--- config.mk ---
export PLATFORM = sky130hd
export DESIGN_NAME = led_color_convert_and_scale_unit
export DESIGN_NICKNAME = d
export VERILOG_FILES = /design/src/design/lccs_pkg.sv /design/src/design/lccs_convert.sv /design/src/design/led_color_convert_and_scale_unit.sv
export SDC_FILE = /design/constraint.sdc
export NUM_CORES = 2
export LEC_CHECK = 0
export BUFFER_PORTS_ARGS = -buffer_cell sky130_fd_sc_hd__buf_4
export CELL_PAD_IN_SITES_DETAIL_PLACEMENT = 1
export CELL_PAD_IN_SITES_GLOBAL_PLACEMENT = 2
export CORE_MARGIN = 8
export CORE_UTILIZATION = 45
export DETAILED_ROUTE_END_ITERATION = 10
export GPL_TIMING_DRIVEN = 0
export PLACE_DENSITY_LB_ADDON = 0.1
export SKIP_CTS_REPAIR_TIMING = 1
export SYNTH_ARGS = -nofsm -noshare
export SYNTH_HDL_FRONTEND = slang
export SYNTH_SLANG_ARGS = --single-unit
--- constraint.sdc ---
create_clock -name clk -period 9.8 [get_ports clk]
set_input_delay 0.98 -clock clk [delete_from_list [all_inputs] [get_ports clk]]
set_output_delay 0.98 -clock clk [all_outputs]
set_load 0.02 [all_outputs]
--- src/design/lccs_pkg.sv ---
// Types, constants and helper functions of the LED color convert and scale unit.
package lccs_pkg;

	localparam int IN_DATA_W  = 32;
	localparam int OUT_DATA_W = 48;
	localparam int COLOR_W    = 24;
	localparam int PROD_W     = 16;

	localparam logic [7:0] CHAN_MAX     = 8'd255;
	localparam logic [7:0] BRIGHT_RESET = 8'd255;
	localparam logic [7:0] HUE_SPAN     = 8'd43;
	localparam logic [7:0] REM_SCALE    = 8'd6;

	typedef enum logic {
		MODE_RGB = 1'b0,
		MODE_HSV = 1'b1
	} mode_t;

	typedef enum logic {
		REG_IDX_BRIGHTNESS = 1'b0,
		REG_IDX_GRB_ORDER  = 1'b1
	} reg_idx_t;

	// Six hue sectors of the integer HSV conversion.
	typedef enum logic [2:0] {
		RGN_R_TO_Y = 3'd0,
		RGN_Y_TO_G = 3'd1,
		RGN_G_TO_C = 3'd2,
		RGN_C_TO_B = 3'd3,
		RGN_B_TO_M = 3'd4,
		RGN_M_TO_R = 3'd5
	} hue_region_t;

	// Load enables of the conversion stages.
	typedef struct packed {
		logic s1;
		logic s2;
		logic s3;
	} stage_en_t;

	function automatic logic [7:0] gamma_sq(input logic [7:0] c);
		logic [8:0]  c1;
		logic [17:0] sq;
		c1 = {1'b0, c} + 9'd1;
		sq = (18'(c1) * 18'(c1)) - 18'd1;
		return sq[15:8];
	endfunction

	// Exact floor(x / 255) for x up to 65279.
	function automatic logic [7:0] div255(input logic [15:0] x);
		logic [16:0] sum;
		sum = {1'b0, x} + {9'd0, x[15:8]} + 17'd1;
		return sum[15:8];
	endfunction

	function automatic hue_region_t hue_region(input logic [7:0] h);
		hue_region_t r;
		if (h >= 8'(5 * 43))
			r = RGN_M_TO_R;
		else if (h >= 8'(4 * 43))
			r = RGN_B_TO_M;
		else if (h >= 8'(3 * 43))
			r = RGN_C_TO_B;
		else if (h >= 8'(2 * 43))
			r = RGN_G_TO_C;
		else if (h >= HUE_SPAN)
			r = RGN_Y_TO_G;
		else
			r = RGN_R_TO_Y;
		return r;
	endfunction

	function automatic logic [7:0] hue_base(input hue_region_t r);
		logic [7:0] b;
		case (r)
			RGN_R_TO_Y: b = 8'd0;
			RGN_Y_TO_G: b = HUE_SPAN;
			RGN_G_TO_C: b = 8'(2 * 43);
			RGN_C_TO_B: b = 8'(3 * 43);
			RGN_B_TO_M: b = 8'(4 * 43);
			default:    b = 8'(5 * 43);
		endcase
		return b;
	endfunction

endpackage

--- src/design/lccs_convert.sv ---
// Three-stage RGB/HSV to packed color conversion pipeline.
module lccs_convert (
	input  logic                          clk,
	input  lccs_pkg::stage_en_t           en,
	input  lccs_pkg::mode_t               mode,
	input  logic [7:0]                    chan_a,
	input  logic [7:0]                    chan_b,
	input  logic [7:0]                    chan_c,
	input  logic                          gamma_enable,
	input  logic                          grb_order,
	output logic [lccs_pkg::COLOR_W-1:0]  color_s3
);
	import lccs_pkg::*;

	// stage 1: channel order, hue sector and remainder
	mode_t       mode_s1;
	logic        gam_s1;
	logic [7:0]  a_s1, b_s1, c_s1;
	hue_region_t rgn_s1;
	logic [7:0]  rem_s1;
	logic [7:0]  inv_s_s1;
	logic        sat_zero_s1;

	hue_region_t rgn_in;
	logic [7:0]  off_in;

	always_comb begin
		rgn_in = hue_region(chan_a);
		off_in = chan_a - hue_base(rgn_in);
	end

	always_ff @(posedge clk) begin
		if (en.s1) begin
			mode_s1     <= mode;
			gam_s1      <= gamma_enable;
			// swap red and green only for RGB input on GRB strips
			if (mode == MODE_RGB && grb_order) begin
				a_s1 <= chan_b;
				b_s1 <= chan_a;
			end else begin
				a_s1 <= chan_a;
				b_s1 <= chan_b;
			end
			c_s1        <= chan_c;
			rgn_s1      <= rgn_in;
			rem_s1      <= 8'(off_in * REM_SCALE);
			inv_s_s1    <= CHAN_MAX - chan_b;
			sat_zero_s1 <= (chan_b == 8'd0);
		end
	end

	// stage 2: gamma squares and first HSV products
	mode_t                  mode_s2;
	logic [COLOR_W-1:0]     rgb_s2;
	logic [7:0]             v_s2;
	logic [7:0]             p_s2;
	logic [PROD_W-1:0]      sr_s2, st_s2;
	hue_region_t            rgn_s2;
	logic                   sat_zero_s2;

	logic [15:0] vp_prod;

	assign vp_prod = c_s1 * inv_s_s1;

	always_ff @(posedge clk) begin
		if (en.s2) begin
			mode_s2 <= mode_s1;
			if (gam_s1)
				rgb_s2 <= {gamma_sq(a_s1), gamma_sq(b_s1), gamma_sq(c_s1)};
			else
				rgb_s2 <= {a_s1, b_s1, c_s1};
			v_s2        <= c_s1;
			p_s2        <= vp_prod[15:8];
			sr_s2       <= b_s1 * rem_s1;
			st_s2       <= b_s1 * (CHAN_MAX - rem_s1);
			rgn_s2      <= rgn_s1;
			sat_zero_s2 <= sat_zero_s1;
		end
	end

	// stage 3: q and t products, sector select
	logic [15:0] q_prod, t_prod;
	logic [7:0]  q_val, t_val;
	logic [COLOR_W-1:0] hsv_col;

	always_comb begin
		q_prod = v_s2 * (CHAN_MAX - sr_s2[15:8]);
		t_prod = v_s2 * (CHAN_MAX - st_s2[15:8]);
		q_val  = q_prod[15:8];
		t_val  = t_prod[15:8];
		if (sat_zero_s2) begin
			hsv_col = {v_s2, v_s2, v_s2};
		end else begin
			case (rgn_s2)
				RGN_R_TO_Y: hsv_col = {v_s2, t_val, p_s2};
				RGN_Y_TO_G: hsv_col = {q_val, v_s2, p_s2};
				RGN_G_TO_C: hsv_col = {p_s2, v_s2, t_val};
				RGN_C_TO_B: hsv_col = {p_s2, q_val, v_s2};
				RGN_B_TO_M: hsv_col = {t_val, p_s2, v_s2};
				default:    hsv_col = {v_s2, p_s2, q_val};
			endcase
		end
	end

	always_ff @(posedge clk) begin
		if (en.s3)
			color_s3 <= (mode_s2 == MODE_HSV) ? hsv_col : rgb_s2;
	end

endmodule

--- src/design/led_color_convert_and_scale_unit.sv ---
// Top level of the LED color convert and scale unit.
//
// Input stream: one pixel request per accepted beat on s_axis. tuser carries the
// mode (RGB or HSV), tdata the three channel bytes and the gamma flag.
// Output stream: m_axis tdata holds the packed color and the same color with
// every byte scaled by brightness_level / 255 (truncated).
// Config channel: cfg_index 0 writes brightness_level, 1 writes grb_order;
// cfg_ready is always high. Write registers only while the pipe is empty.
// Structure: an accepted input reaches m_axis_tvalid through the five
// pipeline stages (decode, first multiplies, second multiplies and sector
// select, brightness multiply, divide by 255 into the output register).
// Throughput: one pixel per cycle unless stalled; at most one pixel per stage.
// Reset: arst_n clears all valid bits, brightness to 255 and grb_order to 0.
// Stall: when m_axis_tready is low the pipe keeps filling empty stages and
// drops s_axis_tready only once all five stages hold a pixel; nothing is lost
// or repeated.
module led_color_convert_and_scale_unit (
	input  logic                              clk,
	input  logic                              arst_n,
	input  logic                              s_axis_tvalid,
	output logic                              s_axis_tready,
	// [7:0] chan_a, [15:8] chan_b, [23:16] chan_c, [24] gamma_enable, rest zero
	input  logic [lccs_pkg::IN_DATA_W-1:0]    s_axis_tdata,
	// [0] mode
	input  logic [0:0]                        s_axis_tuser,
	output logic                              m_axis_tvalid,
	input  logic                              m_axis_tready,
	// [23:0] packed_color, [47:24] leveled_color
	output logic [lccs_pkg::OUT_DATA_W-1:0]   m_axis_tdata,
	input  logic                              cfg_valid,
	output logic                              cfg_ready,
	input  lccs_pkg::reg_idx_t                cfg_index,
	input  logic [7:0]                        cfg_data
);
	import lccs_pkg::*;

	logic [7:0] bright_q;
	logic       grb_q;

	assign cfg_ready = 1'b1;

	always_ff @(posedge clk or negedge arst_n) begin
		if (!arst_n) begin
			bright_q <= BRIGHT_RESET;
			grb_q    <= 1'b0;
		end else if (cfg_valid && cfg_ready) begin
			if (cfg_index == REG_IDX_BRIGHTNESS)
				bright_q <= cfg_data;
			else if (cfg_index == REG_IDX_GRB_ORDER)
				grb_q <= cfg_data[0];
		end
	end

	// valid bits and per-stage ready
	logic valid_s1, valid_s2, valid_s3, valid_s4, valid_s5;
	logic rdy1, rdy2, rdy3, rdy4, rdy5;

	assign rdy5 = !valid_s5 || m_axis_tready;
	assign rdy4 = !valid_s4 || rdy5;
	assign rdy3 = !valid_s3 || rdy4;
	assign rdy2 = !valid_s2 || rdy3;
	assign rdy1 = !valid_s1 || rdy2;

	assign s_axis_tready = rdy1;

	always_ff @(posedge clk or negedge arst_n) begin
		if (!arst_n) begin
			valid_s1 <= 1'b0;
			valid_s2 <= 1'b0;
			valid_s3 <= 1'b0;
			valid_s4 <= 1'b0;
			valid_s5 <= 1'b0;
		end else begin
			if (rdy1)
				valid_s1 <= s_axis_tvalid;
			if (rdy2)
				valid_s2 <= valid_s1;
			if (rdy3)
				valid_s3 <= valid_s2;
			if (rdy4)
				valid_s4 <= valid_s3;
			if (rdy5)
				valid_s5 <= valid_s4;
		end
	end

	stage_en_t          conv_en;
	logic [COLOR_W-1:0] color_s3;

	assign conv_en = '{s1: rdy1, s2: rdy2, s3: rdy3};

	lccs_convert u_convert (
		.clk          (clk),
		.en           (conv_en),
		.mode         (mode_t'(s_axis_tuser[0])),
		.chan_a       (s_axis_tdata[7:0]),
		.chan_b       (s_axis_tdata[15:8]),
		.chan_c       (s_axis_tdata[23:16]),
		.gamma_enable (s_axis_tdata[24]),
		.grb_order    (grb_q),
		.color_s3     (color_s3)
	);

	// stage 4: brightness products
	logic [COLOR_W-1:0] color_s4;
	logic [PROD_W-1:0]  prod_x_s4, prod_y_s4, prod_z_s4;

	always_ff @(posedge clk) begin
		if (rdy4) begin
			color_s4  <= color_s3;
			prod_x_s4 <= color_s3[23:16] * bright_q;
			prod_y_s4 <= color_s3[15:8] * bright_q;
			prod_z_s4 <= color_s3[7:0] * bright_q;
		end
	end

	// stage 5: divide by 255, output register
	logic [COLOR_W-1:0] color_s5;
	logic [COLOR_W-1:0] level_s5;

	always_ff @(posedge clk) begin
		if (rdy5) begin
			color_s5 <= color_s4;
			level_s5 <= {div255(prod_x_s4), div255(prod_y_s4), div255(prod_z_s4)};
		end
	end

	assign m_axis_tvalid = valid_s5;
	assign m_axis_tdata  = {level_s5, color_s5};

endmodule

* Word-level counts from Yosys, hierarchy flattened
Cells that the tools add are included.
** Storage, ports and cells
- Register bits after elaboration :: 280
- Latch bits :: 0
- RAM bits :: 0
- ROM bits :: 0
- Input bits :: 47
- Output and inout bits :: 51
- Logic and storage cells :: 103
- Memories :: 0
** Cells by class
- Add/sub/neg operators :: 17
- Multipliers :: 12
- Divide/modulo/power cells :: 0
- Order comparisons :: 5
- Eq/ne operators :: 8
- Shift-type cells :: 0
- Mux-type cells :: 12
- Bitwise operators :: 2
- Reductions and logical operators :: 16
** Operators by type and width (number)
- $pmux W24 S5 :: 1
- $mux W24 :: 3
- $mul A8 B8 Y16 :: 4
- $add A16 B1 Y16 const B :: 3
- $add A16 B8 Y16 :: 3
- $mul A8 B16 Y16 :: 3
- $mul A9 B9 Y16 :: 3
- $sub A16 B1 Y16 const B :: 3
- $pmux W8 S5 :: 1
- $add A8 B1 Y9 const B :: 3
- $sub A8 B8 Y9 const A :: 3
- $ge A8 B8 Y1 const B :: 3
- $mux W8 :: 2
- $mul A8 B7 Y15 :: 1
- $eq A3 B2 Y1 const B :: 4
- $mux W3 :: 4
- $ge A8 B6 Y1 const B :: 1
- $ge A8 B7 Y1 const B :: 1
- $logic_not A8 Y1 :: 1
- $mul A8 B2 Y7 const B :: 1
- $sub A8 B8 Y8 :: 1
- $sub A8 B8 Y8 const A :: 1
- $eq A3 B1 Y1 const B :: 2
- $eq A3 B3 Y1 const B :: 2
- other kinds (7) :: 18

* Longest topological paths before layout
- Depth after elaboration :: 10
- Mapped depth :: 23
- Gate-level depth less buffers :: 23

* Modules after synthesis
From an unflattened synthesis, not the netlist that was laid out.
** Second synthesis, totals
- Cells, all modules :: 3406
- Area total of the unflattened synthesis :: 33604.7 um^2
** Modules (own cells, without submodules)
- lccs_convert :: times used 1, cells an instance 2393, area an instance 22265.1 um^2, seq. area each 3903.7 um^2
- led_color_convert_and_scale_unit :: times used 1, cells an instance 1013, area an instance 11339.6 um^2, seq. area each 3963.8 um^2

* Least setup slack after synthesis
Ideal clock, no wire load.
- Kind :: register to register
- From :: reg u_convert.b_s1[0]
- To :: reg u_convert.rgb_s2[12] (data pin)
- Setup time :: 0.260 ns
- Data arrival time :: 5.566 ns
- Required time :: 9.540 ns
- Setup slack :: 3.975 ns
- Stages on the path, launching flop included :: 22
- Buffers on the path :: 1
- Period minus slack after synthesis :: 5.825 ns
- Cell sequence :: edfxtp_1 clkbuf_1 clkinv_1 nor4_1 xnor2_1 or2_2 ha_1 fa_1 fa_1 inv_1 fa_1 inv_1 fa_1 inv_1 ha_1 or3_1 a211oi_1 nor2_1 a21oi_1 o21a_1 a21oi_1 mux2_2
** On the way
- Word-level cells in the longest chain between the ends :: 4
** Ends and longest elaborated chain
- from (decl) :: RTL line lccs_convert.sv:18 : logic [7:0] a_s1, b_s1, c_s1;
- from (signal assigned) :: RTL line lccs_convert.sv:39 : b_s1 <= chan_a;
- from (signal assigned) :: RTL line lccs_convert.sv:42 : b_s1 <= chan_b;
- $add A8 B1 Y9 :: RTL line lccs_pkg.sv:44 : c1 = {1'b0, c} + 9'd1;
- $mul A9 B9 Y16 :: RTL line lccs_pkg.sv:45 : sq = (18'(c1) * 18'(c1)) - 18'd1;
- $sub A16 B1 Y16 :: RTL line lccs_pkg.sv:45
- $mux W24 :: RTL line lccs_convert.sv:68 : if (gam_s1)
- to (signal assigned) :: RTL line lccs_convert.sv:69 : rgb_s2 <= {gamma_sq(a_s1), gamma_sq(b_s1), gamma_sq(c_s1)};
- to (signal assigned) :: RTL line lccs_convert.sv:71 : rgb_s2 <= {a_s1, b_s1, c_s1};
- to (decl) :: RTL line lccs_convert.sv:54 : logic [COLOR_W-1:0] rgb_s2;
Every way passes these cells.
A chain may end at the register's enable or synchronous reset.

* Worst setup path in the final report
- From :: reg u_convert.b_s1[0]
- To :: reg u_convert.rgb_s2[15] (data pin)
The elaborated chain is that of the path after synthesis.

==> results.json <==
{
  "grt_antenna_before_repair": 0,
  "final_cell_mix": "inv_1 (613), ha_1 (423), fa_1 (404)",
  "avgViaCountPerCell": 5.27,
  "clk_pin_slew_worst_paths_ns": 0.06,
  "worstPathMaxFanout": 10,
  "rows": 99,
  "synthToLayoutAreaGrowth_pct": 9.82,
  "hold_class": "input port to asynchronous set/reset pin",
  "insertion_delay_ns": 0.56,
  "cts_buffer_depth": 3,
  "cts_tree": "built",
  "yosys.area.top_type": "fa_1",
  "synth_edf_count": 250,
  "finalCritPeriodShare": 0.749,
  "path_common_cell": "fa_1",
  "stdcell_count": 4463,
  "path_cells": "clkbuf_1 > clkinv_1 > nor4_1 > xnor2_1 > or2_2 > ha_1 > fa_1 > fa_1 > inv_1 > fa_1 > inv_1 > fa_1 > inv_1 > ha_1 > or3_1 > a211oi_1 > o31ai_1 > a21oi_1 > a21oi_1 > xnor2_1 > a21oi_1",
  "grt_max_degree": 67,
  "grt-ovfl-total": 0,
  "cp-start-kind": "register",
  "antennaDiodeCount": 0,
  "mostFrequentLayoutCell": "inv_1",
  "cp.required_ns": 10.06,
  "drcViolationCount": 0,
  "drt_iter0_markers": 957,
  "worstSetupPathType": "register to register",
  "cts_root_buffer": "clkbuf_16",
  "die_area_um2": 82000,
  "dp.cells": 4401,
  "first_pass_iters": 5,
  "first_global_vias": 26984,
  "nets": 4352,
  "fmaxAchievable_mhz": 136,
  "wl_um": 89100,
  "ys.flop_type": "edfxtp_1",
  "rsz0062_at_grt": "false",
  "slew_violations": 0,
  "clock_sinks": 264,
  "fin_worst_skew_ns": 0.0303,
  "drv_cap": 0,
  "setup_tns_ns": 0,
  "dpl.hpwl_um": 73400,
  "path_buf_inv": 5,
  "tightest_slew_ns": 1.30,
  "synth_top_area_share": 0.246,
  "coreArea_um2": 72700,
  "htree_levels": 2,
  "port_buffers": 88,
  "fin_crit_ns": 7.34,
  "crit_family": "adder cells",
  "setup_viol": 0,
  "hold_violations": 0,
  "ios": 98,
  "slew_headroom": 0.133,
  "wl_per_cell_um": 20.0,
  "synth_cells": 3333,
  "synthTopCellsByArea": "fa_1 (25%), edfxtp_1 (23%), ha_1 (16%), inv_1 (7.0%), nand2_1 (3.3%)",
  "grt_pass1_wl_um": 146000,
  "synth.distinct_cells": 82,
  "die_h_um": 286,
  "syn_area_um2": 32900,
  "ys_warn_count": 0,
  "postRouteAntennaNets": 0,
  "slowest_delay_ns": 0.57,
  "status": "finished clean",
  "synth_seq_cells": 264,
  "drive_gt1_frac": 0.0622,
  "numCtsBuffers": 34,
  "seq_area_frac_synth": 0.239,
  "critPathArrivalTime_ns": 7.60,
  "start_util": 0.452,
  "place_congestion": 0.917,
  "track_usage": 0.222,
  "crit_slowest_cell": "clkinv_1",
  "vias": 23511,
  "die_w_um": 286,
  "ys_async_sr_fraction": 0.0530,
  "cp-end-kind": "register",
  "syn_area_per_cell_um2": 9.87
}
## sequential cells by signal (all words and copies together), names as in the netlist, 16 cells and up
register / cells
color_s4: 24
color_s5: 24
level_s5: 24
u_convert.color_s3: 24
u_convert.rgb_s2: 24
prod_x_s4: 16
prod_y_s4: 16
prod_z_s4: 16
## worst paths after layout
kind / from / endpoint / slack (ns) / cells after the start
setup / recovery: u_convert.b_s1[0]$_DFFE_PP_ / u_convert.rgb_s2[15]$_DFFE_PP_ / 2.46 / 21
hold / removal: arst_n / valid_s4$_DFFE_PN0P_ / 0.30 / 1
setup reg to reg: u_convert.b_s1[0]$_DFFE_PP_ / u_convert.rgb_s2[15]$_DFFE_PP_ / 2.46 / 21
hold reg to reg: color_s4[10]$_DFFE_PP_ / color_s5[10]$_DFFE_PP_ / 0.42 / 0
max in group asynchronous: arst_n / bright_q[1]$_DFFE_PN1P_ / 9.20 / 1
min in group clk: color_s4[10]$_DFFE_PP_ / color_s5[10]$_DFFE_PP_ / 0.42 / 0
## kinds of logic (layout without fill, tap and decap cells)
kind of cell	count (synthesis)	count (layout)	share of synthesized area
buf+inv	710	866	0.0811
compound gates	331	331	0.0663
other cells	2	17	0.000228
flops	264	264	0.239
fa+ha+maj	828	828	0.407
simple gates	1011	1011	0.154
xor+xnor	156	156	0.0415
mux	31	31	0.0105
## area by class of cell
| class | instances | area, um2 |
|---|---|---|
| repair buffers | 94 | 773 |
| flip-flops and latches | 264 | 7870 |
| inverters | 615 | 2310 |
| fillers | 8185 | 36600 |
| plain buffers | 95 | 360 |
| clock inverters | 25 | 318 |
| clock buffers | 37 | 872 |
| well taps | 959 | 1200 |
| multi-input cells | 2374 | 22400 |
## cells in the mapped netlist, drive strengths merged, types with 17 or more instances
master	number
mux2	27
a21oi	88
or2	18
ha	423
and2	157
edfxtp	250
and3	17
nand2	287
clkbuf	85
nor2b	120
nor2	190
fa	404
o21ai	68
xor2	39
o21a	26
nor3	39
inv	614
xnor2	117
nand3	50
a21o	22
nand2b	84
## metal layers
| layer | GRT usage | routed length, um | vias up |
|---|---|---|---|
| met4 | 0.0679 | 2680 | 0 |
| met1 | 0.273 | 37700 | 12002 |
| met5 | 0 | 0 | - |
| li1 | - | - | 11002 |
| met3 | 0.0220 | 2680 | 131 |
| met2 | 0.406 | 46000 | 376 |
## through the flow
step                setup WS, ns   util  hold WS [ns]  instance area [um2]
global route                2.06  0.497         0.274                36100
floorplan                   3.97      -         0.400                33000
global placement            2.50  0.479         0.403                34800
finish                      2.46  0.497         0.301                36100
CTS                         2.35  0.497         0.271                36100
detailed placement          2.36  0.480         0.406                34900
## worst reg2reg max path, delay by kind of cell (launching register included)
family / cells / cell delay (ns)
adders and majority gates: 6 / 2.54
and+or+nand+nor: 3 / 1.21
buffers and inverters: 5 / 1.19
AOI/OAI and AO/OA: 5 / 1.12
xor gates and xnor gates: 2 / 0.61
DFF: 1 / 0.39
Power is left out: the tool's default activity adds up to more than one toggle a clock period on the data nets, which glitch-free logic cannot reach.
